File: src/hdl/hbf_pkg.sv
// Shared types and constants for the binaural FIR renderer.
`default_nettype none
package hbf_pkg;

    localparam int SAMPLE_W = 16;
    localparam int FUNC_W   = 2;
    localparam int ANGLE_W  = 7;
    localparam int TAP_W    = 8;
    localparam int CFG_W    = 9;
    localparam int DIST_W   = 9;
    localparam int DW       = 32;
    localparam int AW       = 4;

    // Register byte addresses
    localparam logic [AW-1:0] ADDR_MODE     = 4'h0;
    localparam logic [AW-1:0] ADDR_TAPCOUNT = 4'h4;
    localparam logic [AW-1:0] ADDR_ANGLE    = 4'h8;
    localparam logic [AW-1:0] ADDR_DIST     = 4'hC;

    // Input function codes
    localparam logic [FUNC_W-1:0] FUNC_SAMPLE = 2'd0;
    localparam logic [FUNC_W-1:0] FUNC_LOAD_L = 2'd1;
    localparam logic [FUNC_W-1:0] FUNC_LOAD_R = 2'd2;

    // Distance weight divider
    localparam int DEN_W = 23;
    localparam int NUM_W = 36;
    localparam int DIV_CNT_W = 6;
    localparam logic [NUM_W-1:0] NUM_BASE = 36'd65536000000;
    localparam int Q_W = 17;

    typedef enum logic [1:0] {
        CMD_SAMPLE,
        CMD_BYPASS,
        CMD_LOAD_L,
        CMD_LOAD_R
    } cmd_kind_t;

    typedef struct packed {
        cmd_kind_t                   kind;
        logic signed [SAMPLE_W-1:0]  sample;
        logic [ANGLE_W-1:0]          angle;
        logic [TAP_W-1:0]            tap;
        logic signed [SAMPLE_W-1:0]  value;
    } cmd_t;

    typedef struct packed {
        logic                    mode;
        logic [CFG_W-1:0]        tap_count;
        logic signed [CFG_W-1:0] angle_deg;
        logic [DIST_W-1:0]       distance;
    } cfg_t;

    typedef enum logic [2:0] {
        ST_IDLE,
        ST_PREP,
        ST_BANK1,
        ST_BANK2,
        ST_MAC,
        ST_DRAIN,
        ST_SCALE1,
        ST_SCALE2
    } eng_state_t;

endpackage
`default_nettype wire

File: src/hdl/hbf_front.sv
// Front end: accepts items, classifies them and queues commands for the engine.
`default_nettype none
module hbf_front #(
    parameter int MAX_TAPS   = 256,
    parameter int ANGLE_BINS = 100
) (
    input  wire logic                            clk,
    input  wire logic                            rst_n,
    input  wire logic                            push,
    output logic                                 full,
    input  wire logic [hbf_pkg::FUNC_W-1:0]      func,
    input  wire logic signed [hbf_pkg::SAMPLE_W-1:0] sample_in,
    input  wire logic [hbf_pkg::ANGLE_W-1:0]     coef_angle,
    input  wire logic [hbf_pkg::TAP_W-1:0]       coef_tap,
    input  wire logic signed [hbf_pkg::SAMPLE_W-1:0] coef_value,
    input  wire logic                            mode,
    output logic                                 cmd_valid,
    output hbf_pkg::cmd_t                        cmd,
    input  wire logic                            cmd_pop
);
    import hbf_pkg::*;

    cmd_t       slot_reg [2];
    logic       rd_ptr_reg, rd_ptr_next;
    logic       wr_ptr_reg, wr_ptr_next;
    logic [1:0] cnt_reg, cnt_next;
    logic       keep;
    cmd_t       cls;
    logic       do_push, do_pop;

    // Classify; drop unused codes and out-of-range loads
    always_comb
    begin
        cls.sample = sample_in;
        cls.angle  = coef_angle;
        cls.tap    = coef_tap;
        cls.value  = coef_value;
        cls.kind   = CMD_SAMPLE;
        keep       = 1'b0;
        unique case (func)
            FUNC_SAMPLE:
            begin
                cls.kind = mode ? CMD_BYPASS : CMD_SAMPLE;
                keep     = 1'b1;
            end
            FUNC_LOAD_L, FUNC_LOAD_R:
            begin
                cls.kind = (func == FUNC_LOAD_L) ? CMD_LOAD_L : CMD_LOAD_R;
                keep     = (32'(coef_angle) < ANGLE_BINS) && (32'(coef_tap) < MAX_TAPS);
            end
            default: keep = 1'b0;
        endcase
    end

    assign full      = (cnt_reg == 2'd2);
    assign cmd_valid = (cnt_reg != 2'd0);
    assign cmd       = slot_reg[rd_ptr_reg];
    assign do_push   = push && !full && keep;
    assign do_pop    = cmd_pop && cmd_valid;

    always_comb
    begin
        wr_ptr_next = do_push ? ~wr_ptr_reg : wr_ptr_reg;
        rd_ptr_next = do_pop ? ~rd_ptr_reg : rd_ptr_reg;
        cnt_next    = cnt_reg + 2'(do_push) - 2'(do_pop);
    end

    always_ff @(posedge clk or negedge rst_n)
    begin
        if (!rst_n)
        begin
            rd_ptr_reg <= 1'b0;
            wr_ptr_reg <= 1'b0;
            cnt_reg    <= 2'd0;
        end
        else
        begin
            rd_ptr_reg <= rd_ptr_next;
            wr_ptr_reg <= wr_ptr_next;
            cnt_reg    <= cnt_next;
        end
    end

    always_ff @(posedge clk)
    begin
        if (do_push)
            slot_reg[wr_ptr_reg] <= cls;
    end

endmodule
`default_nettype wire

File: config.mk
export PLATFORM = sky130hd
export DESIGN_NAME = hbf_front
export DESIGN_NICKNAME = d
export VERILOG_FILES = /design/src/hdl/hbf_pkg.sv /design/src/hdl/hbf_front.sv
export SDC_FILE = /design/constraint.sdc
export NUM_CORES = 1
export LEC_CHECK = 0
export BUFFER_PORTS_ARGS = -buffer_cell sky130_fd_sc_hd__buf_2
export CAP_MARGIN = 5
export CORE_MARGIN = 4
export CORE_UTILIZATION = 52
export CTS_CLUSTER_SIZE = 25
export DETAILED_ROUTE_END_ITERATION = 6
export GPL_TIMING_DRIVEN = 0
export PLACE_DENSITY = 0.9
export SETUP_SLACK_MARGIN = 0.4
export SYNTH_ARGS = -nofsm -noshare
export SYNTH_HDL_FRONTEND = slang
export SYNTH_SLANG_ARGS = --single-unit
File: constraint.sdc
create_clock -name clk -period 3.75 [get_ports clk]
set_input_delay 0.375 -clock clk [delete_from_list [all_inputs] [get_ports clk]]
set_output_delay 0.375 -clock clk [all_outputs]
set_load 0.01 [all_outputs]
Word-level counts from Yosys, hierarchy flattened:

Memories as Yosys holds them, arrays and structs flattened.
Index checks and enable logic that the tools add are counted.

* register bits after elaboration: 4
* memories kept: 1
* output and inout bits: 51
* memory bits (writable): 98
* input bits: 54
* logic and storage cells: 25

Memories
* slot_reg: words 2, bits a word 49, rd ports 1, clocked after memory_dff 0, write ports 1, RTL line hbf_front.sv:23 `cmd_t slot_reg [2];`

* multiplexer cells: 6
* add/sub/neg operators: 2
* bitwise gates (word level): 2
* reduce and logical (&&, ||, !) cells: 7
* equal/unequal tests: 3
* order comparisons: 1

Operator list (count)
* 7-bit < comparator (second input constant): 1
* 2-bit == test (second input constant): 2
* 1-bit two-way mux: 4
* 2-bit case mux with 2 select lines: 1
* 1-bit logical AND: 3
* 2-bit by 1-bit adder with 2-bit output: 1
* 2-bit by 1-bit == test with 1-bit output (second input constant): 1
* 2-bit logical NOT: 1
* 1-bit inverter: 2
* 1-bit case mux with 2 select lines: 1
* 2-bit nonzero test: 1
* 2-bit OR reduction: 1
* 2-bit by 1-bit subtractor with 2-bit output: 1
* 1-bit logical NOT: 1

Depth between registers and ports, before layout:

Gate-level depths: netlist (run 1).

* word-level depth: 6
* mapped depth: 10
* depth with buffers taken out: 10

Worst setup path before layout (run 1):

OpenSTA, ideal clock, no wires.

* kind: in2reg
* start point: in func[1] (netlist name)
* end point: mem slot_reg[0][0] (netlist name), enable pin
* buffers on the path: 0
* path slack: 0.108 ns
* library setup time: 0.456 ns
* stages on the path: 6
* data arrival time: 3.186 ns
* data required time: 3.294 ns
* path through: inv_1 ha_1 nor2_1 nor4b_4 o31ai_2 nor2_1

* word-level cells in the longest chain between the ends: 6
* elaborated cells between the ends (all ways): 8
* those cells by class: eq/ne: 2; mux: 3; reduce/logical: 3

Ends and longest elaborated chain
* start, declared: RTL line hbf_front.sv:11 `input wire logic [hbf_pkg::FUNC_W-1:0] func,`
* 2-bit by 1-bit == test with 1-bit output or 2-bit == test (tied branches): RTL line hbf_front.sv:40 `unique case (func)`
* 2-bit OR reduction: RTL line hbf_front.sv:40
* 1-bit case mux with 2 select lines (*): RTL line hbf_front.sv:40
* 1-bit logical AND (*): RTL line hbf_front.sv:58 `assign do_push = push && !full && keep;`
* 1-bit two-way mux (*): RTL line hbf_front.sv:86 `if (do_push)`
* 1-bit two-way mux (not written as such) (*): RTL line hbf_front.sv:87 `slot_reg[wr_ptr_reg] <= cls;`
* end, declared: RTL line hbf_front.sv:23

Mark *: on every way between the ends. The rest lies on a longest branch, timed or not.

Final worst setup path (run 1):

* start point: reg cnt_reg[1]
* end point: mem slot_reg[0][13] (netlist name), enable pin

* word-level cells in the longest chain between the ends: 6

Ends and longest elaborated chain
* start, declared: RTL line hbf_front.sv:26 `logic [1:0] cnt_reg, cnt_next;`
* start signal, assigned: RTL line hbf_front.sv:80 `cnt_reg <= cnt_next;`
* 2-bit == test: RTL line hbf_front.sv:55 `assign full = (cnt_reg == 2'd2);`
* 1-bit logical NOT: RTL line hbf_front.sv:58
* 1-bit logical AND (2 in a row): RTL line hbf_front.sv:58
* 1-bit two-way mux: RTL line hbf_front.sv:86
* 1-bit two-way mux (not written as such): RTL line hbf_front.sv:87

Every way passes these cells.

==> results of run 1 <==
-- through the flow --
stage | hold WS [ns] | util, % | cells
floorplan | 0.07941 | - | 181
global placement | 0.1840 | 64.18 | 381
detailed placement | 0.1848 | 64.97 | 383
CTS | 0.1862 | 67.51 | 400
global route | 0.1787 | 67.51 | 400
finish | 0.2077 | 67.51 | 400
-- layer usage --
layer  part of all wire [%]  vias up
met4                   0.68        0
met2                     54       66
met1                     39      930
li1                       -      941
met3                    6.8        5
met5                      0        -
-- worst max-delay path: stages, from the launching register on --
cell	delay, ns
dfrtp_1	0.42
nor2b_4	0.15
nor4b_4	0.27
o31ai_2	0.19
nor2_4	0.52
buf_12	0.29
-- power by group through the flow --
stage | Clock (mW) | Combinational, mW | Sequential, mW
after CTS | 0.604 | 0.908 | 1.44
after global placement | 0 | 0.873 | 1.47
final | 0.584 | 0.888 | 1.44
after global routing | 0.657 | 0.967 | 1.45
after detailed placement | 0 | 0.903 | 1.47
after floorplan | 0 | 0.581 | 1.46
-- cell families after synthesis --
| logic type | count (synthesis) | synth area share, % |
|---|---|---|
| flops | 102 | 79.74 |
| simple gates | 10 | 1.967 |
| mux | 49 | 14.46 |
| compound gates | 2 | 0.4588 |
| xor+xnor | 4 | 0.9182 |
| buf+inv | 10 | 1.147 |
| fa+ha+maj | 4 | 1.312 |
-- cells in the mapped netlist (3+ instances only) --
| cell | count | area share (%) |
|---|---|---|
| edfxtp_1 | 98 | 77 |
| mux2_2 | 49 | 14 |
| buf_2 | 5 | 0.66 |
| dfrtp_1 | 4 | 2.6 |
| ha_1 | 4 | 1.3 |
| inv_1 | 4 | 0.39 |
| nor2_1 | 3 | 0.30 |
| xnor2_1 | 3 | 0.69 |
-- layout make-up --
cell class | instances | share of cell area (%)
Clock buffer | 10 | 2.722
Multi-Input combinational cell | 69 | 15.88
Tap cell | 96 | 2.562
Clock inverter | 6 | 0.8273
Buffer | 6 | 0.6138
Sequential cell | 102 | 64.91
Timing Repair Buffer | 107 | 12.17
Inverter | 4 | 0.3203
-- path summary, 6_finish.rpt --
kind / to
worst min register to register: cnt_reg[1]
min in group asynchronous: cnt_reg[0]
worst min-delay path: slot_reg[1][20]
max in group asynchronous: rd_ptr_reg
worst max register to register: slot_reg[0][13]
worst max-delay path: slot_reg[0][13]
==> reports/metrics.yaml, run 1 <==
run_status:
  status: "complete, no violations"
finish:
  final_common_cell: "buf_2"
  area_growth_pct: 22.85
  design_area_mm2: 0.004688
  mostFrequentLayoutCells: "109 x buf_2, 98 x edfxtp_1, 49 x mux2_2"
  final_nets: 357
  drive_gt1_share_pct: 59.21
  antenna-diode-count: 0
  largest_reg_flops: 98
  area.sequential_mm2: 0.003043
  fillers: 507
  multi_input_area_um2: 744.5
floorplanning:
  die_area_mm2: 0.008773
  initial_utilization_pct: 54.95
  die_h_um: 93.67
  io_pins: 105
  core_area_mm2: 0.006944
  std_cell_rows: 30
  die_w_um: 93.67
cts:
  post-cts-setup-buffer-count: 0
  cts_resized: 0
  clkSinkCount: 102
  hold_buffers: 1
  clk_path_buf_depth: 2
  cts_tree: "yes"
  cts_buffers: 9
  h-tree-depth: 3
  root_buffer: "clkbuf_8"
  clk_pin_slew_ns: 0.09
  clk_latency_ns: 0.34
logic_synthesis:
  yosys_most_used_dff: "edfxtp_1"
  synth_edf_count: 98
  synth-async-reset-ratio_pct: 3.922
  synth_cell_types: 19
  netlist_instances: 181
  avgSynthCellArea_um2: 21.08
  synthesis.nets: 239
  ys_ff_latch: 102
  syn-cell-area_mm2: 0.003816
  synth-seq-area-share_pct: 79.74
  yosysWarnings: 0
route:
  route.detailed.drc: 0
  drt_pass1_iterations: 4
  via_per_inst: 4.855
  routed_wl_mm: 6.461
  antenna_left: 0
  drt_iter0_markers: 59
  routedWlPerCell_um: 16.15
  vias: 1942
setup_path:
  crit-reg2reg-launch: "cnt_reg[1]"
  worstSetupStartpoint: "cnt_reg[1]"
  r2r_cells: 5
  r2r_slack_ns: 1.59
  crit_arrival_ns: 2.20
  crit_type: "register to register"
  worstSetupStartpointType: "register"
  required_ns: 3.79
  crit_fanout: 31
  cp-end-kind: "register"
sta:
  timing.slew.headroom_pct: 58.63
  tns_ns: 0
  finalSetupViolCount: 0
  fmax_mhz: 464.0
  skew_ns: 0.006861
  worst_slew_pin_slew_ns: 0.6191
  rsz0062_at_grt: "false"
  hold_viol: 0
  fin_ws_ns: 1.595
  drv_slew: 0
  post-route-min-period_ns: 2.155
  period_share_pct: 57.47
pwr:
  power_mw: 2.914
  combPwrFrac_pct: 30.5
  power.leakage_nw: 1.751
  p_per_area_mw_per_mm2: 621.6
  seqPwrFrac_pct: 49.5
  swShare_pct: 28.70
  clkPwrFrac_pct: 20.0
  peakVddDrop_mv: 0.3954
  p_int_mw: 2.078
  switching_power_uw: 836.3
grt:
  top_usage_layer: "met2"
  grt.overflow.total: 0
  track_usage_pct: 15.34
  use_met3_pct: 4.647
  grt_pass1_vias: 2080
  grt_use_met1_pct: 17.57
  grt_antenna_before_repair: 0
  grt_use_met2_pct: 27.40
  grt_max_degree: 32
  grt_first_pass_wirelength_mm: 10.05
min_path:
  min_path_cells: 1
  hold_class: "primary input to register"
  hp-start: "coef_tap[4]"
placement:
  dpl_cell_area_mm2: 0.004512
  port_buffers: 104
  dpl.hpwl_mm: 4.545
  pre_cts_ws_ns: 1.242
  gp_congestion: 0.7347
job:
  drv_cap: 0
Note: power is estimated with default switching activity, not from simulation.
==> run 2, diff against run 1 <==
==> constraint.sdc (replaced) <==
create_clock -name clk -period 2.2 [get_ports clk]
set_input_delay 0.22 -clock clk [delete_from_list [all_inputs] [get_ports clk]]
set_output_delay 0.22 -clock clk [all_outputs]
set_load 0.01 [all_outputs]
==> run 2 against run 1 <==
Against the previous run: register-to-register slack got worse by 1.3 ns; cell area increased by 11%; via count increased by 6.9%; cell count increased by 4.8%; largest cell class unchanged.
==> reports/metrics.yaml, run 2 (synthesized netlist as in run 1, its figures left out) <==
run_status:
  status: "complete, no violations"
cts:
  root_buffer: "clkbuf_8"
  cts_buffers: 9  # unchanged
  clk_pin_slew_ns: 0.09  # about the same
  cts_tree: "yes"
  clk_path_buf_depth: 2  # unchanged
  clkSinkCount: 102  # unchanged
  h-tree-depth: 3  # unchanged
  clk_latency_ns: 0.35  # about the same
pwr:
  p_per_area_mw_per_mm2: 1091  # +76%
  power_mw: 5.670  # +95%
  peakVddDrop_mv: 0.6715  # +70%
  power.leakage_nw: 1.966  # +12%
sta:
  period_share_pct: 85.45  # +28 points
  finalSetupViolCount: 0  # unchanged
  post-route-min-period_ns: 1.880  # -0.2753 ns
  fin_ws_ns: 0.3200  # -1.275 ns
  skew_ns: 0.006601  # -0.0002595 ns
  rsz0062_at_grt: "true"
  drv_slew: 0  # unchanged
  fmax_mhz: 531.9  # +15%
  hold_ws_ns: 0.05257  # -0.1551 ns
  hold_viol: 0  # unchanged
  timing.slew.headroom_pct: 71.76  # +13 points
  worst_slew_pin_slew_ns: 0.4203  # -0.1988 ns
finish:
  area_growth_pct: 36.13
  largest_reg_flops: 98  # unchanged
  final_common_cell: "buf_2"
  instances_no_fill: 419  # +4.8%
  antenna-diode-count: 0  # unchanged
  mostFrequentLayoutCells: "104 x buf_2, 98 x edfxtp_1, 49 x mux2_2"
  final_nets: 378  # +5.9%
  drive_gt1_share_pct: 64.09  # +4.9 points
setup_path:
  worstSetupStartpoint: "cnt_reg[1]"
  r2r_slack_ns: 0.32  # -1.27 ns
  critPathCapture: "cnt_reg[1]"
  r2r_cells: 8  # +3
  required_ns: 2.44  # -1.35 ns
  crit_arrival_ns: 2.12  # -0.08 ns
  crit_type: "register to register"
  r2r_end: "cnt_reg[1]"
  crit_fanout: 4  # -87%
  cp-end-kind: "register"
  crit-reg2reg-launch: "cnt_reg[1]"
  worstSetupStartpointType: "register"
route:
  route.detailed.drc: 0  # unchanged
  routed_wl_mm: 7.079  # +9.6%
  vias: 2076  # +6.9%
  drt_iter0_markers: 58  # -1.7%
  via_per_inst: 4.955  # +2.1%
  routedWlPerCell_um: 16.89  # +4.6%
  antenna_left: 0  # unchanged
  drt_pass1_iterations: 4  # unchanged
floorplanning:
  die_w_um: 93.67  # unchanged
  io_pins: 105  # unchanged
  initial_utilization_pct: 54.95  # unchanged
  die_area_mm2: 0.008773  # unchanged
  std_cell_rows: 30  # unchanged
  die_h_um: 93.67  # unchanged
  core_area_mm2: 0.006944  # unchanged
grt:
  track_usage_pct: 15.78  # +0.43 points
  grt_pass1_vias: 2123  # +2.1%
  grt.overflow.total: 0  # unchanged
  grt_antenna_before_repair: 0  # unchanged
  grt_first_pass_wirelength_mm: 10.29  # +2.5%
  grt_max_degree: 28  # -13%
placement:
  dpl.hpwl_mm: 4.458  # -1.9%
  gp_congestion: 0.6689  # -9.0%
  placed_cells: 383  # unchanged
  port_buffers: 104  # unchanged
  pre_cts_ws_ns: -0.2030  # -1.445 ns
job:
  drv_cap: 0  # unchanged
min_path:
  hold_class: "primary input to register"
run 2: what timing repair did:
item	CTS	global route
buffers inserted	5	6
gates resized for setup	15	12
pin swaps	5	8
hold buffers	1	0
gates cloned	4	6
endpoints found under the hold margin	4	0
endpoints found under the setup margin	148	139
run 2: area by class of cell:
type                            count  area, um^2
Buffer                              6       63.81
Clock buffer                       10       127.6
Clock inverter                      4       97.59
Fill cell                         438        1749
Inverter                            4       15.01
Multi-Input combinational cell     71       800.8
Sequential cell                   102        3043
Tap cell                           96       120.1
Timing Repair Buffer              126       927.1
run 2: how the worst min path moves through the flow:
stage | from | endpoint | slack (ns) | cells past startpoint
global route | sample_in[1] | slot_reg[0][32] | 0.03 | 1
detailed placement | rst_n | cnt_reg[0] | 0.03 | 1
floorplan | rst_n | cnt_reg[0] | -0.08 | 0
finish | sample_in[1] | slot_reg[0][32] | 0.05 | 1
global placement | rst_n | cnt_reg[0] | 0.03 | 1
CTS | sample_in[1] | slot_reg[0][32] | 0.04 | 1
run 2: through the flow:
stage | utilization (%) | cell area [um^2] | TNS (ns)
6_report | 74.81 | 5195 | 0
5_1_grt | 74.81 | 5195 | 0
4_1_cts | 71.01 | 4931 | 0
3_5_place_dp | 65.32 | 4536 | -10.72
3_3_place_gp | 64.74 | 4496 | -47.64
2_1_floorplan | - | 3855 | 0
run 2: worst max-delay path, stage by stage, from the launching register on:
cell	delay, ns
dfrtp_1	0.40
nor2b_4	0.14
nor4b_4	0.33
o31ai_4	0.14
ha_1	0.30
inv_1	0.04
ha_2	0.17
xnor2_2	0.13
xnor2_1	0.12
run 2: layer usage:
layer	global-route usage (%)	routed length (um)	part of all wire (%)	vias up
met4	6.859	104	1.5	0
li1	-	-	-	984
met2	27.81	3747	53	69
met3	3.205	412	5.8	11
met5	0	0	0	-
met1	18.72	2815	40	1012
run 2: where the power goes:
| group | leakage [nW] | switching (mW) | internal, mW |
|---|---|---|---|
| clock | 0.108 | 0.566 | 0.744 |
| combinational | 0.918 | 0.868 | 1.02 |
| sequential | 0.939 | 0.0820 | 2.39 |
